File: src/hw/rtl/spxl_pkg.sv
// Shared types and constants for the sub-pixel image translation block.
package spxl_pkg;

    localparam int MAX_ROWS  = 512;
    localparam int MAX_COLS  = 512;
    localparam int FRAC_BITS = 8;

    localparam int ROW_BITS  = $clog2(MAX_ROWS);
    localparam int COL_BITS  = $clog2(MAX_COLS);
    localparam int ADDR_BITS = ROW_BITS + COL_BITS;
    localparam int MEM_DEPTH = 1 << ADDR_BITS;

    localparam int ROW_W     = 9;
    localparam int COL_W     = 9;
    localparam int PIXEL_W   = 8;
    localparam int VALUE_W   = 16;
    localparam int SHIFT_X_W = 18;
    localparam int SHIFT_Y_W = 10;
    localparam int DIM_W     = 10;
    localparam int ITX_W     = SHIFT_X_W - FRAC_BITS;
    localparam int POS_W     = 20;
    localparam int WGT_W     = FRAC_BITS + 1;
    localparam int PROD_W    = WGT_W + PIXEL_W;

    localparam int PADDR_W   = 4;
    localparam int PDATA_W   = 32;

    localparam logic [1:0] REG_SHIFT_X     = 2'd0;
    localparam logic [1:0] REG_SHIFT_Y     = 2'd1;
    localparam logic [1:0] REG_ROWS_IN_USE = 2'd2;
    localparam logic [1:0] REG_COLS_IN_USE = 2'd3;

    localparam logic CMD_WRITE = 1'b0;
    localparam logic CMD_READ  = 1'b1;

    typedef struct packed {
        logic signed [SHIFT_X_W-1:0] shift_x;
        logic signed [SHIFT_Y_W-1:0] shift_y;
        logic [DIM_W-1:0]            rows_in_use;
        logic [DIM_W-1:0]            cols_in_use;
    } cfg_t;

    typedef struct packed {
        logic write_en;
        logic capture;
        logic read_second;
        logic multiply;
        logic load_out;
    } dp_cmd_t;

endpackage

File: src/hw/rtl/spxl_cfg.sv
// Configuration register file with its APB-style access port.
module spxl_cfg (
    input  logic                         clk,
    input  logic                         rst_n,
    input  logic                         psel,
    input  logic                         penable,
    input  logic                         pwrite,
    input  logic [spxl_pkg::PADDR_W-1:0] paddr,
    input  logic [spxl_pkg::PDATA_W-1:0] pwdata,
    output logic [spxl_pkg::PDATA_W-1:0] prdata,
    output spxl_pkg::cfg_t               cfg
);
    import spxl_pkg::*;

    cfg_t       cfg_reg;
    cfg_t       cfg_next;
    logic [1:0] reg_index;
    logic       wr_strobe;

    assign reg_index = paddr[3:2];
    assign wr_strobe = psel && penable && pwrite;
    assign cfg       = cfg_reg;

    always_comb
    begin
        cfg_next = cfg_reg;
        if (wr_strobe)
        begin
            case (reg_index)
                REG_SHIFT_X:     cfg_next.shift_x     = pwdata[SHIFT_X_W-1:0];
                REG_SHIFT_Y:     cfg_next.shift_y     = pwdata[SHIFT_Y_W-1:0];
                REG_ROWS_IN_USE: cfg_next.rows_in_use = pwdata[DIM_W-1:0];
                REG_COLS_IN_USE: cfg_next.cols_in_use = pwdata[DIM_W-1:0];
                default:         cfg_next = cfg_reg;
            endcase
        end
    end

    always_ff @(posedge clk or negedge rst_n)
    begin
        if (!rst_n)
        begin
            cfg_reg.shift_x     <= '0;
            cfg_reg.shift_y     <= '0;
            cfg_reg.rows_in_use <= DIM_W'(MAX_ROWS);
            cfg_reg.cols_in_use <= DIM_W'(MAX_COLS);
        end
        else
        begin
            cfg_reg <= cfg_next;
        end
    end

    always_comb
    begin
        case (reg_index)
            REG_SHIFT_X:     prdata = PDATA_W'(cfg_reg.shift_x);
            REG_SHIFT_Y:     prdata = PDATA_W'(cfg_reg.shift_y);
            REG_ROWS_IN_USE: prdata = PDATA_W'(cfg_reg.rows_in_use);
            REG_COLS_IN_USE: prdata = PDATA_W'(cfg_reg.cols_in_use);
            default:         prdata = '0;
        endcase
    end

endmodule

File: config.mk
export PLATFORM = sky130hd
export DESIGN_NAME = spxl_cfg
export DESIGN_NICKNAME = d
export VERILOG_FILES = /design/src/hw/rtl/spxl_pkg.sv /design/src/hw/rtl/spxl_cfg.sv
export SDC_FILE = /design/constraint.sdc
export NUM_CORES = 1
export LEC_CHECK = 0
export BUFFER_PORTS_ARGS = -buffer_cell sky130_fd_sc_hd__buf_2
export CORE_AREA = 2 2 70 86
export DETAILED_ROUTE_END_ITERATION = 7
export DIE_AREA = 0 0 72 88
export PLACE_DENSITY = 0.74
export SLEW_MARGIN = 25
export SYNTH_ARGS = -nofsm -noshare
export SYNTH_HDL_FRONTEND = slang
export SYNTH_SLANG_ARGS = --single-unit
File: constraint.sdc
create_clock -name clk -period 4.3 [get_ports clk]
set_input_delay 1.29 -clock clk [delete_from_list [all_inputs] [get_ports clk]]
set_output_delay 1.29 -clock clk [all_outputs]
set_load 0.005 [all_outputs]
==> flow_metrics.py, run 1 <==
metrics = {
    "sta": {
        "rsz0062_at_grt": "false",
        "max-slew-margin-rel": 0.3619,
        "hold_violations": 0,
        "fin_tns_setup_ps": 0,
        "worstMarginPinSlew_ps": 954.1,
        "period_share": 0.8937,
        "holdWs_ps": 531.2,
        "layout_min_cycle_time_ps": 3843,
        "fmax_mhz": 260.2,
        "finalSetupViolCount": 0,
        "slew_violations": 0,
        "clock-skew-final_ps": 0,
    },
    "place": {
        "dpl_cell_area_um2": 2751,
        "post-dp-hpwl_um": 3487,
        "gp_congestion": 0.6578,
        "port_buffers": 104,
    },
    "worst_setup_path": {
        "crit_chain": "buf_2 > nand2_1 > a21oi_1 > buf_4 > buf_2",
        "cpPeakStageDelay_ps": 420,
        "crit_buf_inv": 3,
        "critPathMaxFanout": 15,
        "worstPathArrival_ps": 2550,
        "crit_top_cell": "buf_2",
        "endpoint_kind": "output port",
        "start_kind": "input pin",
        "path_class": "input pin to output port",
        "crit_slowest_cell": "buf_2",
        "path_delay_family": "buffers and inverters",
        "crit_required_ps": 3010,
    },
    "cts": {
        "clk_pin_slew_ps": 90,
        "cts_resized": 0,
        "clock_path_buffers": 2,
        "clock-root-buffer": "clkbuf_8",
        "cts_setup_buffers": 0,
        "numCtsBuffers": 5,
        "htreeDepth": 2,
        "postCtsHoldBufs": 0,
        "cts_sinks": 48,
        "cts_tree": "done",
        "clock_latency_ps": 300,
    },
    "drt": {
        "drt_pass1_iterations": 3,
        "via_per_inst": 5.156,
        "drc_errors": 0,
        "vias": 1588,
        "wire_per_inst_um": 16.00,
        "wirelength_um": 4929,
        "drt_iter0_drc": 49,
        "drtAntennaViolNets": 0,
    },
    "synthesis": {
        "synth-edff-count": 0,
        "synth_nets": 192,
        "synthArstFlopShare": 1.000,
        "yosysSeqAreaShare": 0.5248,
        "yosysWarnings": 0,
        "avgSynthCellArea_um2": 15.19,
        "syn-instance-count": 151,
        "ys_seq_elements": 48,
        "syn_area_um2": 2293,
        "synth_cell_types": 18,
        "synthFlopType": "dfrtp_1",
    },
    "global_routing": {
        "grt_pass1_vias": 1514,
        "grtUsageTotal": 0.1588,
        "grt_max_degree": 49,
        "antenna_found_initial": 0,
        "overflow": 0,
        "grt_pass1_wl_um": 7555,
    },
    "hold_path": {
        "hold_path_class": "flop to flop",
    },
    "cells_and_area": {
        "area_growth_pct": 25.26,
        "drive_gt1_frac": 0.7295,
        "nets": 284,
        "register_area_um2": 1204,
        "multi_input_area_um2": 923.4,
        "antenna_cells": 0,
        "fillCellCount": 485,
        "final_area_um2": 2873,
        "fin_util": 0.5206,
        "largest_register_ffs": 48,
    },
    "floorplanning": {
        "io_pins": 121,
        "std_cell_rows": 30,
        "dieArea_um2": 6336,
        "coreArea_um2": 5518,
        "start_util": 0.4156,
        "die_x_um": 72,
        "die_h_um": 88,
    },
    "flow_run": {
        "drv_cap": 0,
    },
    "power_and_ir_drop": {
        "powerDensity_nw_per_um2": 477.1,
        "ir_worst_vdd_v": 0.0002755,
        "p_leak_nw": 1.476,
    },
    "status": {
        "outcome": "complete, no violations",
    },
}
cell usage in the layout (no fill, tap or decap), drive strengths merged:
cell type    n
a21oi        8
buf        106
nand2        9
dfstp        2
inv          1
clkinv       1
nand3        1
clkbuf       6
mux2        48
nor2         1
bufinv       1
or2          1
mux4        10
nand4        1
nor3         1
or3          1
dfrtp       46
area by class of cell:
| cell class | count | area share |
|---|---|---|
| Timing Repair Buffer | 106 | 0.1873 |
| Clock inverter | 2 | 0.01350 |
| Inverter | 1 | 0.002178 |
| Sequential cell | 48 | 0.4190 |
| Multi-Input combinational cell | 81 | 0.3214 |
| Clock buffer | 6 | 0.02875 |
| Tap cell | 64 | 0.02787 |
logic make-up after synthesis:
logic type	Yosys count	share of synthesized area
mux	58	0.3502
simple gates	15	0.03492
flops	48	0.5248
buf+inv	22	0.07256
compound gates	8	0.01746
per-stage QoR:
| stage | power [mW] | setup slack [ps] | instances |
|---|---|---|---|
| after floorplan | 0.8531 | 240.6 | 151 |
| after global placement | 1.025 | 448.9 | 300 |
| final | 1.371 | 457.0 | 308 |
| after CTS | 1.392 | 413.7 | 308 |
| after global routing | 1.455 | 271.5 | 308 |
| after detailed placement | 1.040 | 415.5 | 300 |
worst paths after layout:
kind / to / cells past startpoint / slack (ps) / from
worst max-delay path: prdata[28] / 5 / 460 / paddr[2]
worst min-delay path: cfg[18] / 1 / 530 / cfg[18]
worst max register to register: cfg[29] / 1 / 3510 / cfg[29]
worst min register to register: cfg[18] / 1 / 530 / cfg[18]
max in group asynchronous: cfg[41] / 1 / 2910 / rst_n
min in group asynchronous: cfg[0] / 1 / 990 / rst_n
power breakdown:
part / total, mW / switching (mW) / internal [mW]
clock network: 0.347 / 0.156 / 0.190
registers: 0.637 / 0.0774 / 0.560
logic: 0.387 / 0.143 / 0.244
Yosys cell counts, types with 2 or more instances:
cell | n | share of area
mux4_2 | 10 | 0.098
buf_6 | 3 | 0.015
mux2_4 | 10 | 0.065
a21oi_1 | 8 | 0.017
nand2_1 | 9 | 0.015
mux2_2 | 38 | 0.19
buf_4 | 15 | 0.049
buf_2 | 2 | 0.0044
dfstp_2 | 2 | 0.023
dfrtp_1 | 46 | 0.50
per-layer routing:
| metal | GRT usage | share of wire | routed length [um] |
|---|---|---|---|
| met5 | 0 | 0 | 0 |
| met4 | 0.05317 | 0.0089 | 44 |
| met3 | 0.05293 | 0.077 | 381 |
| met2 | 0.2609 | 0.49 | 2436 |
| met1 | 0.1980 | 0.42 | 2068 |
Note: power is estimated with default switching activity, not from simulation.
==> inputs of run 2 (changes only) <==
- RECOVER_POWER: unset -> 25
- clock period: 4.3 -> 4.82 ns (I/O delays scaled with it)
==> flow_metrics.py, run 2 (synthesis gave the netlist of run 1 again) <==
metrics = {
    "status": {
        "outcome": "complete, but fails checks",
        "violations": "max-capacitance violations, max-slew violations",
    },
    "hold_path": {
        "hold_path_class": "flop to flop",
    },
    "sta": {
        "holdWs_ps": 532.8,
        "fin_tns_setup_ps": 0,
        "slew_violations": 49,
        "hold_violations": 0,
        "finalSetupViolCount": 0,
        "period_share": 0.8553,
        "max-slew-margin-rel": -0.6708,
        "layout_min_cycle_time_ps": 4123,
        "worstMarginPinSlew_ps": 2506,
        "rsz0062_at_grt": "false",
        "clock-skew-final_ps": 0,
        "fmax_mhz": 242.6,
        "fin_ws_ps": 697.2,
    },
    "cts": {
        "clk_pin_slew_ps": 80,
        "cts_tree": "done",
        "numCtsBuffers": 5,
        "clock_latency_ps": 300,
        "clock_path_buffers": 2,
        "cts_sinks": 48,
        "htreeDepth": 2,
        "cts_setup_buffers": 0,
        "clock-root-buffer": "clkbuf_8",
        "postCtsHoldBufs": 0,
        "cts_resized": 0,
    },
    "flow_run": {
        "drv_cap": 1,
    },
    "drt": {
        "wirelength_um": 4945,
        "via_per_inst": 5.101,
        "wire_per_inst_um": 16.11,
        "drtAntennaViolNets": 0,
        "drc_errors": 0,
        "drt_pass1_iterations": 3,
        "vias": 1566,
        "drt_iter0_drc": 34,
    },
    "worst_setup_path": {
        "path_delay_family": "buffers and inverters",
        "endpoint_kind": "output port",
        "start_kind": "input pin",
        "crit_slowest_cell": "buf_2",
        "crit_buf_inv": 3,
        "critPathMaxFanout": 15,
        "crit_top_cell": "buf_2",
        "path_class": "input pin to output port",
        "worstPathArrival_ps": 2680,
        "crit_required_ps": 3370,
        "crit_chain": "buf_2 > nand2_1 > a21oi_1 > buf_4 > buf_2",
        "r2r_slack_ps": 4000,
        "cpPeakStageDelay_ps": 410,
    },
    "global_routing": {
        "grt_pass1_vias": 1560,
        "overflow": 0,
        "grt_max_degree": 49,
        "antenna_found_initial": 0,
        "grt_pass1_wl_um": 7824,
        "grtUsageTotal": 0.1644,
    },
    "floorplanning": {
        "coreArea_um2": 5518,
        "dieArea_um2": 6336,
        "start_util": 0.4156,
        "io_pins": 121,
        "die_x_um": 72,
        "std_cell_rows": 30,
        "die_h_um": 88,
    },
    "cells_and_area": {
        "layout_common_cells": "buf_2, dfrtp_1, mux2_2",
        "layout.cells.most_common": "buf_2",
        "fin_util": 0.5134,
        "largest_register_ffs": 48,
        "antenna_cells": 0,
        "nets": 283,
        "area_growth_pct": 23.51,
        "drive_gt1_frac": 0.7243,
    },
    "power_and_ir_drop": {
        "cell_internal_pwr_mw": 0.8187,
        "p_clk_frac": 0.209,
        "p_sw_mw": 0.3399,
        "ir_worst_vdd_v": 0.0002282,
        "p_leak_nw": 1.447,
        "powerDensity_nw_per_um2": 409.0,
        "power_mw": 1.159,
        "p_comb_frac": 0.297,
        "switching_share": 0.2934,
        "p_seq_frac": 0.494,
    },
    "place": {
        "gp_congestion": 0.6763,
        "port_buffers": 104,
        "pre_cts_ws_ps": 633.8,
        "post-dp-hpwl_um": 3531,
    },
}
==> run 2: layer usage <==
| layer | GRT usage | vias up | wire length, um |
|---|---|---|---|
| met5 | 0 | - | 0 |
| met4 | 0.04288 | 0 | 38 |
| met3 | 0.05063 | 4 | 353 |
| met2 | 0.2845 | 75 | 2497 |
| met1 | 0.2003 | 777 | 2055 |
| li1 | - | 710 | - |
==> run 2: path summary, 6_finish.rpt <==
path                       startpoint    endpoint  cells past startpoint
setup / recovery             paddr[2]  prdata[18]                      5
max in group asynchronous       rst_n     cfg[43]                      1
hold / removal                cfg[40]     cfg[40]                      1
hold reg to reg               cfg[40]     cfg[40]                      1
setup reg to reg              cfg[29]     cfg[29]                      1
min in group asynchronous       rst_n     cfg[14]                      1
==> run 2: power by group through the flow <==
stage | Sequential, mW | Clock, mW | Combinational (mW)
after global routing | 0.587 | 0.267 | 0.380
after detailed placement | 0.579 | 0 | 0.351
after global placement | 0.571 | 0 | 0.342
after CTS | 0.572 | 0.257 | 0.351
after floorplan | 0.575 | 0 | 0.186
final | 0.572 | 0.242 | 0.344
==> run 2: area by class of cell <==
type | instances | area [um2]
sequential | 48 | 1204
timing repair buffer | 105 | 526.8
multi-input combinational | 81 | 923.4
tap | 64 | 80.08
clock buffer | 5 | 68.82
inverter | 1 | 6.256
fill | 489 | 2685
clock inverter | 3 | 23.77
==> run 2: metrics by stage <==
step | instances | cell area [um2]
after floorplan | 151 | 2293
after global placement | 299 | 2741
after detailed placement | 299 | 2744
after CTS | 307 | 2836
after global routing | 307 | 2833
final | 307 | 2833
