$ cat src/hw/rtl/spxl_pkg.sv
// Shared types and constants for the sub-pixel image translation block.
package spxl_pkg;

    localparam int MAX_ROWS  = 512;
    localparam int MAX_COLS  = 512;
    localparam int FRAC_BITS = 8;

    localparam int ROW_BITS  = $clog2(MAX_ROWS);
    localparam int COL_BITS  = $clog2(MAX_COLS);
    localparam int ADDR_BITS = ROW_BITS + COL_BITS;
    localparam int MEM_DEPTH = 1 << ADDR_BITS;

    localparam int ROW_W     = 9;
    localparam int COL_W     = 9;
    localparam int PIXEL_W   = 8;
    localparam int VALUE_W   = 16;
    localparam int SHIFT_X_W = 18;
    localparam int SHIFT_Y_W = 10;
    localparam int DIM_W     = 10;
    localparam int ITX_W     = SHIFT_X_W - FRAC_BITS;
    localparam int POS_W     = 20;
    localparam int WGT_W     = FRAC_BITS + 1;
    localparam int PROD_W    = WGT_W + PIXEL_W;

    localparam int PADDR_W   = 4;
    localparam int PDATA_W   = 32;

    localparam logic [1:0] REG_SHIFT_X     = 2'd0;
    localparam logic [1:0] REG_SHIFT_Y     = 2'd1;
    localparam logic [1:0] REG_ROWS_IN_USE = 2'd2;
    localparam logic [1:0] REG_COLS_IN_USE = 2'd3;

    localparam logic CMD_WRITE = 1'b0;
    localparam logic CMD_READ  = 1'b1;

    typedef struct packed {
        logic signed [SHIFT_X_W-1:0] shift_x;
        logic signed [SHIFT_Y_W-1:0] shift_y;
        logic [DIM_W-1:0]            rows_in_use;
        logic [DIM_W-1:0]            cols_in_use;
    } cfg_t;

    typedef struct packed {
        logic write_en;
        logic capture;
        logic read_second;
        logic multiply;
        logic load_out;
    } dp_cmd_t;

endpackage

$ cat src/hw/rtl/spxl_ctrl.sv
// Controller: handshakes and the sequence of a read transfer.
module spxl_ctrl (
    input  logic                 clk,
    input  logic                 rst_n,
    input  logic                 in_valid,
    output logic                 in_stall,
    input  logic                 command,
    output logic                 out_valid,
    input  logic                 out_stall,
    output spxl_pkg::dp_cmd_t    dp_cmd
);
    import spxl_pkg::*;

    localparam logic [2:0] ST_IDLE   = 3'd0;
    localparam logic [2:0] ST_READ_A = 3'd1;
    localparam logic [2:0] ST_READ_B = 3'd2;
    localparam logic [2:0] ST_MULT   = 3'd3;
    localparam logic [2:0] ST_OUT    = 3'd4;

    logic [2:0] state_reg;
    logic [2:0] state_next;
    logic       out_valid_reg;
    logic       out_valid_next;
    logic       accept;
    logic       load;

    assign in_stall = (state_reg != ST_IDLE);
    assign accept   = in_valid && !in_stall;
    assign load     = (state_reg == ST_OUT) && (!out_valid_reg || !out_stall);

    assign dp_cmd.write_en    = accept && (command == CMD_WRITE);
    assign dp_cmd.capture     = accept && (command == CMD_READ);
    assign dp_cmd.read_second = (state_reg == ST_READ_B);
    assign dp_cmd.multiply    = (state_reg == ST_MULT);
    assign dp_cmd.load_out    = load;

    always_comb
    begin
        state_next = state_reg;
        case (state_reg)
            ST_IDLE:
            begin
                if (accept && (command == CMD_READ))
                begin
                    state_next = ST_READ_A;
                end
            end
            ST_READ_A: state_next = ST_READ_B;
            ST_READ_B: state_next = ST_MULT;
            ST_MULT:   state_next = ST_OUT;
            ST_OUT:
            begin
                if (load)
                begin
                    state_next = ST_IDLE;
                end
            end
            default:   state_next = ST_IDLE;
        endcase
    end

    always_comb
    begin
        out_valid_next = out_valid_reg;
        if (out_valid_reg && !out_stall)
        begin
            out_valid_next = 1'b0;
        end
        if (load)
        begin
            out_valid_next = 1'b1;
        end
    end

    always_ff @(posedge clk or negedge rst_n)
    begin
        if (!rst_n)
        begin
            state_reg     <= ST_IDLE;
            out_valid_reg <= 1'b0;
        end
        else
        begin
            state_reg     <= state_next;
            out_valid_reg <= out_valid_next;
        end
    end

    assign out_valid = out_valid_reg;

endmodule
$ cat config.mk
export PLATFORM = sky130hd
export DESIGN_NAME = spxl_ctrl
export DESIGN_NICKNAME = d
export VERILOG_FILES = /design/src/hw/rtl/spxl_pkg.sv /design/src/hw/rtl/spxl_ctrl.sv
export SDC_FILE = /design/constraint.sdc
export NUM_CORES = 1
export LEC_CHECK = 0
export BUFFER_PORTS_ARGS = -buffer_cell sky130_fd_sc_hd__buf_2
export CORE_AREA = 2 2 39 41
export CTS_BUF_LIST = sky130_fd_sc_hd__clkbuf_8
export DETAILED_ROUTE_END_ITERATION = 8
export DIE_AREA = 0 0 41 43
export GPL_ROUTABILITY_DRIVEN = 0
export GPL_TIMING_DRIVEN = 0
export HOLD_SLACK_MARGIN = 0.1
export PLACE_DENSITY = 0.37
export SLEW_MARGIN = 40
export SYNTH_ARGS = -nofsm -noshare
export SYNTH_HDL_FRONTEND = slang
export SYNTH_SLANG_ARGS = --single-unit
$ cat constraint.sdc
create_clock -name clk -period 1 [get_ports clk]
set_input_delay 0.05 -clock clk [delete_from_list [all_inputs] [get_ports clk]]
set_output_delay 0.05 -clock clk [all_outputs]
set_load 0.05 [all_outputs]
==> results of run 1 <==
worst max path at each step:
stage | endpoint | slack (ns)
2_1_floorplan | dp_cmd[4] | -0.49
3_3_place_gp | dp_cmd[0] | -0.39
3_5_place_dp | dp_cmd[0] | -0.42
4_1_cts | dp_cmd[4] | -0.45
5_1_grt | dp_cmd[4] | -0.49
6_report | dp_cmd[4] | -0.44
metal layers:
metal | up-vias | global-route usage (%) | wire, µm | part of all wire, %
met2 | 7 | 12.2 | 283 | 55
li1 | 109 | - | - | -
met1 | 102 | 7.47 | 171 | 33
met5 | - | 0 | 0 | 0
met3 | 2 | 3.14 | 36 | 7.0
met4 | 0 | 10.0 | 21 | 4.1
worst reg2reg max path: cells and delay by family, from the launching register on:
family                 cells  cell delay [ns]
AO/OA/AOI/OAI              1             0.16
buffers and inverters      2             0.22
AND/OR/NAND/NOR            1             0.21
flip-flops                 1             0.36
power by group:
group | switching, mW | internal [mW]
Sequential | 0.0676 | 0.240
Clock | 0.0826 | 0.256
Combinational | 0.637 | 0.472
Total | 0.787 | 0.969
what timing repair did:
item                                   in CTS  in global routing
endpoints found under the hold margin       5                  0
setup endpoints to repair                   8                  7
gates resized for setup                    15                  4
hold buffers                                2                  0
pin swaps                                   3                  2
setup buffers                               3                  1
cells in the final DEF (no fill, tap or decap):
master         count
dfrtp_1            3
buf_2              6
a21oi_4            1
and3b_2            1
buf_6              4
nor3_2             1
dfrtp_2            1
or3b_4             1
nor3b_4            2
buf_4              4
buf_8              2
dlygate4sd3_1      2
xnor2_1            1
nand2_1            3
o21bai_1           1
a21oi_1            1
clkbuf_8           3
nor2_1             1
or3_4              1
nor2_2             1
area by class of cell:
cell class | instances | share of cell area [%]
Tap cell | 16 | 4.38
Sequential cell | 4 | 22.2
Clock buffer | 3 | 9.04
Multi-Input combinational cell | 15 | 30.4
Buffer | 1 | 1.64
Timing Repair Buffer | 17 | 32.3
cell families (layout without fill, tap and decap cells):
family,Yosys count,in the layout
DFF,4,4
and+or+nand+nor,11,11
AOI/OAI and AO/OA,3,3
xor gates and xnor gates,1,1
buffers and inverters,2,21
cells in the mapped netlist (all sizes together):
library cell  instances  area [µm²]
o21bai                1        7.51
xnor2                 1        8.76
or3b                  1        8.76
or3                   1        11.3
nor2                  2        7.51
nor3b                 2        20.0
dfrtp                 4         100
nand2                 3        11.3
and3b                 1        10.0
nor3                  1        5.00
buf                   2        15.0
a21oi                 2        10.0
==> impl_metrics.py, run 1 <==
metrics = {
    "critical_path": {
        "critPathKind": "reg2out",
        "cp-startpoint": "state_reg[2]$_DFFE_PN0P_",
        "cp_top_family": "simple AND/OR/NAND/NOR gates",
        "crit_fanout": 3,
        "r2r-end": "state_reg[2]$_DFFE_PN0P_",
        "start_kind": "flop",
        "r2r_start": "state_reg[2]$_DFFE_PN0P_",
        "worst-r2r-cell-count": 4,
        "reg2reg_slack_ns": -0.06,
        "crit_buf_inv": 1,
        "cp_cell_sequence": "or3_4, nor3b_4, buf_6",
        "cp.arrival_ns": 1.39,
        "critPathMaxStageDelay_ns": 0.42,
        "slowest_stage": "or3_4",
        "cp.depth": 3,
        "critPathRequiredTime_ns": 0.95,
        "worstSetupEndpointType": "primary output",
    },
    "global_routing": {
        "antenna_found_initial": 0,
        "grt_overflow": 0,
        "grt_pass1_vias": 239,
        "grt_first_pass_wirelength_um": 910,
        "grt_max_degree": 5,
        "globalRouteTotalUtil_pct": 8.36,
    },
    "timing": {
        "fin_skew_ns": 0.00247,
        "report.final.slew_viol_count": 0,
        "fin_hold_ws_ns": 0.166,
        "rsz0062_at_grt": "true",
        "setup_viol": 7,
        "worst_slack_ns": -0.435,
        "fin_crit_ns": 1.44,
        "final-hold-violation-count": 0,
        "worst_pin_slew_ns": 0.251,
        "fin_crit_sh_pct": 144,
        "fmax_mhz": 697,
        "fin_tns_setup_ns": -2.18,
        "maxSlewHeadroom_pct": 83.4,
    },
    "cts": {
        "cts_buffers": 3,
        "cts_tree": "done",
        "clk_path_buf_depth": 2,
        "clock_tree.root_cell": "clkbuf_8",
        "clock_latency_ns": 0.22,
        "htree_num_levels": 1,
        "cts.sinks": 4,
        "clk_pin_slew_ns": 0.03,
    },
    "routing": {
        "dr.pass1.iters": 2,
        "detail_route.vias_per_cell": 3.93,
        "drtAntennaViolNets": 0,
        "drc": 0,
        "drt_iter0_drc": 1,
        "wl_per_cell_um": 9.14,
        "wl_um": 512,
        "via_count": 220,
    },
    "power": {
        "p_per_area_nw_per_um2": 3850,
        "peakVddDrop_mv": 1.17,
        "power.total_mw": 1.76,
        "p_leak_nw": 0.214,
    },
    "logic_synthesis": {
        "synth_compound_gate_area_share_pct": 8.14,
        "synthAdderAreaFrac_pct": 0,
        "synth_nets": 26,
        "synthMuxAreaShare_pct": 0,
        "synth-warning-count": 0,
        "synth-seq-cells": 4,
        "synth_top_family_by_area": "simple AND/OR/NAND/NOR gates",
        "netlist_area_um2": 215,
        "syn_avg_cell_area_um2": 10.2,
        "synthSimpleGateAreaFrac_pct": 34.3,
        "seq_area_frac_synth_pct": 46.5,
        "yosys.area_share.xor_xnor_pct": 4.07,
        "postSynthCellCount": 21,
        "synth_cell_types": 13,
    },
    "worst_hold_path": {
        "worstHoldPathType": "in2async",
    },
    "finish": {
        "multi_input_area_um2": 139,
        "largest_register_ffs": 3,
        "syn2layout_area_growth_pct": 112,
        "fin_nets": 47,
        "regArea_um2": 101,
        "layout-drive-gt1-share_pct": 70.0,
        "final-instance-count-excl-fill": 56,
        "antenna_cells": 0,
        "fin_area_um2": 457,
        "fillers": 154,
        "fin_util_pct": 33.0,
    },
    "floorplanning": {
        "coreArea_um2": 1380,
        "dieArea_um2": 1760,
        "start_util_pct": 15.6,
        "fp.dieH_um": 43,
        "die_w_um": 41,
        "io_pins": 12,
        "rows": 14,
    },
    "placement": {
        "hpwl_um": 375,
        "place_area_um2": 304,
        "io_buffers": 11,
        "place_ws_ns": -0.418,
        "dp.cells": 48,
    },
    "flow_run": {
        "cap_violations": 0,
    },
    "status": {
        "status": "finished with violations",
        "failed_checks": "setup timing",
    },
}
(Power assumes the default switching activity.)
==> inputs of run 2 (changes only) <==
--- a/config.mk
+++ b/config.mk
@@ -6,14 +6,17 @@
 export NUM_CORES = 1
 export LEC_CHECK = 0
 export BUFFER_PORTS_ARGS = -buffer_cell sky130_fd_sc_hd__buf_2
+export CELL_PAD_IN_SITES_DETAIL_PLACEMENT = 1
+export CELL_PAD_IN_SITES_GLOBAL_PLACEMENT = 2
 export CORE_AREA = 2 2 39 41
 export CTS_BUF_LIST = sky130_fd_sc_hd__clkbuf_8
+export CTS_CLUSTER_SIZE = 24
 export DETAILED_ROUTE_END_ITERATION = 8
 export DIE_AREA = 0 0 41 43
 export GPL_ROUTABILITY_DRIVEN = 0
 export GPL_TIMING_DRIVEN = 0
 export HOLD_SLACK_MARGIN = 0.1
-export PLACE_DENSITY = 0.37
+export PLACE_DENSITY = 0.55
 export SLEW_MARGIN = 40
 export SYNTH_ARGS = -nofsm -noshare
 export SYNTH_HDL_FRONTEND = slang
==> constraint.sdc (replaced) <==
create_clock -name clk -period 1.6 [get_ports clk]
set_input_delay 0.08 -clock clk [delete_from_list [all_inputs] [get_ports clk]]
set_output_delay 0.08 -clock clk [all_outputs]
set_load 0.05 [all_outputs]
==> impl_metrics.py, run 2 (synthesis results as in run 1) <==
metrics = {
    "status": {
        "status": "finished clean",
    },
    "critical_path": {
        "start_kind": "flop",
        "reg2reg_slack_ns": 0.52,
        "critPathRequiredTime_ns": 1.52,
        "crit_buf_inv": 1,
        "critPathMaxStageDelay_ns": 0.43,
        "crit_fanout": 6,
        "cp_cell_sequence": "or3_4, nor3b_4, buf_6",
        "r2r_start": "state_reg[0]$_DFFE_PN0P_",
        "cp_top_family": "simple AND/OR/NAND/NOR gates",
        "cp.arrival_ns": 1.44,
        "worst-r2r-cell-count": 2,
        "worstSetupEndpointType": "primary output",
        "r2r-end": "state_reg[2]$_DFFE_PN0P_",
        "critPathKind": "reg2out",
        "slowest_stage": "dfrtp_2",
    },
    "floorplanning": {
        "dieArea_um2": 1760,
        "rows": 14,
        "fp.dieH_um": 43,
        "die_w_um": 41,
        "start_util_pct": 15.6,
        "io_pins": 12,
        "coreArea_um2": 1380,
    },
    "power": {
        "sw_frac_of_total_pct": 47.3,
        "switchingPower_mw": 0.448,
        "p_leak_nw": 0.190,
        "p_seq_share_pct": 22.3,
        "combPwrFrac_pct": 55.8,
        "peakVddDrop_mv": 0.705,
        "clkPwrFrac_pct": 21.9,
        "p_per_area_nw_per_um2": 2480,
        "cell_internal_pwr_mw": 0.500,
    },
    "timing": {
        "fin_crit_sh_pct": 94.9,
        "fin_tns_setup_ns": 0,
        "maxSlewHeadroom_pct": 83.4,
        "worst_slack_ns": 0.0812,
        "final-hold-violation-count": 0,
        "fin_crit_ns": 1.52,
        "worst_pin_slew_ns": 0.251,
        "rsz0062_at_grt": "false",
        "fmax_mhz": 658,
        "report.final.slew_viol_count": 0,
        "fin_skew_ns": 0.00316,
        "setup_viol": 0,
    },
    "worst_hold_path": {
        "worstHoldPathType": "in2reg",
        "holdPathStages": 3,
        "min_to": "out_valid$_DFFE_PN0P_",
        "hp-start": "out_stall",
    },
    "cts": {
        "clk_pin_slew_ns": 0.03,
        "cts.sinks": 4,
        "clk_path_buf_depth": 2,
        "cts_buffers": 3,
        "htree_num_levels": 1,
        "cts_tree": "done",
        "clock_tree.root_cell": "clkbuf_8",
        "clock_latency_ns": 0.21,
    },
    "global_routing": {
        "grt_overflow": 0,
        "antenna_found_initial": 0,
        "grt_pass1_vias": 199,
        "grt_first_pass_wirelength_um": 779,
        "globalRouteTotalUtil_pct": 7.06,
        "grt_max_degree": 7,
    },
    "routing": {
        "wl_per_cell_um": 9.60,
        "wl_um": 509,
        "via_count": 205,
        "dr.pass1.iters": 2,
        "drt_iter0_drc": 1,
        "drtAntennaViolNets": 0,
        "drc": 0,
        "detail_route.vias_per_cell": 3.87,
    },
    "finish": {
        "syn2layout_area_growth_pct": 77.9,
        "regArea_um2": 101,
        "fillers": 168,
        "final_cell_mix": "buf_2, nand2_1, buf_4, clkbuf_8, dfrtp_1",
        "fin_nets": 44,
        "multi_input_area_um2": 120,
        "fin_util_pct": 27.7,
        "antenna_cells": 0,
        "fin_area_um2": 383,
        "largest_register_ffs": 3,
        "layout-drive-gt1-share_pct": 67.6,
        "final_common_cell": "buf_2",
    },
    "placement": {
        "place_area_um2": 304,
        "io_buffers": 11,
        "place_ws_ns": 0.159,
        "hpwl_um": 407,
    },
    "flow_run": {
        "cap_violations": 0,
    },
}
## run 2: repair_timing
item | CTS | global route
resized for setup | 3 | 4
endpoints found under the setup margin | 2 | 2
hold endpoints to repair | 4 | 0
buffers inserted | 0 | 1
cloned | 0 | 0
hold buffers | 1 | 0
## run 2: worst reg2reg max path, delay by kind of cell (launching register included)
family / cells / cell delay (ns)
AOI/OAI and AO/OA: 1 / 0.14
DFF: 1 / 0.43
and+or+nand+nor: 1 / 0.42
## run 2: worst max path at each step
stage,startpoint,endpoint,slack [ns],cells past startpoint
floorplan,state_reg[0]$_DFFE_PN0P_,dp_cmd[4],0.08,2
global placement,state_reg[0]$_DFFE_PN0P_,dp_cmd[0],0.17,4
detailed placement,state_reg[0]$_DFFE_PN0P_,dp_cmd[0],0.16,4
CTS,state_reg[0]$_DFFE_PN0P_,dp_cmd[0],0.0008,4
global route,state_reg[0]$_DFFE_PN0P_,dp_cmd[4],0.02,3
finish,state_reg[0]$_DFFE_PN0P_,dp_cmd[4],0.08,3
## run 2: metrics by stage
step | cells | hold slack (ns) | total power, mW
floorplan | 21 | -0.216 | 0.604
global placement | 48 | -0.115 | 0.697
detailed placement | 48 | -0.113 | 0.703
CTS | 52 | 0.113 | 0.930
global route | 53 | 0.145 | 1.01
finish | 53 | 0.128 | 0.948
## run 2: power by group through the flow
stage,sequential (mW),clock (mW),combinational (mW)
2_1_floorplan,0.232,0,0.372
3_3_place_gp,0.206,0,0.492
3_5_place_dp,0.209,0,0.494
4_1_cts,0.210,0.216,0.504
5_1_grt,0.221,0.224,0.562
6_report,0.211,0.208,0.529
## run 2: layout make-up
cell class,instances,share of cell area [%]
Multi-Input combinational cell,15,31.4
Timing Repair Buffer,13,22.2
Buffer,2,3.92
Tap cell,16,5.23
Sequential cell,4,26.5
Clock buffer,3,10.8
## run 2: layer usage
layer | global-route usage [%] | vias up | part of all wire [%]
li1 | - | 104 | -
met3 | 3.14 | 0 | 6.9
met4 | 8.00 | 0 | 0
met5 | 0 | - | 0
met2 | 9.69 | 6 | 56
met1 | 6.86 | 95 | 37
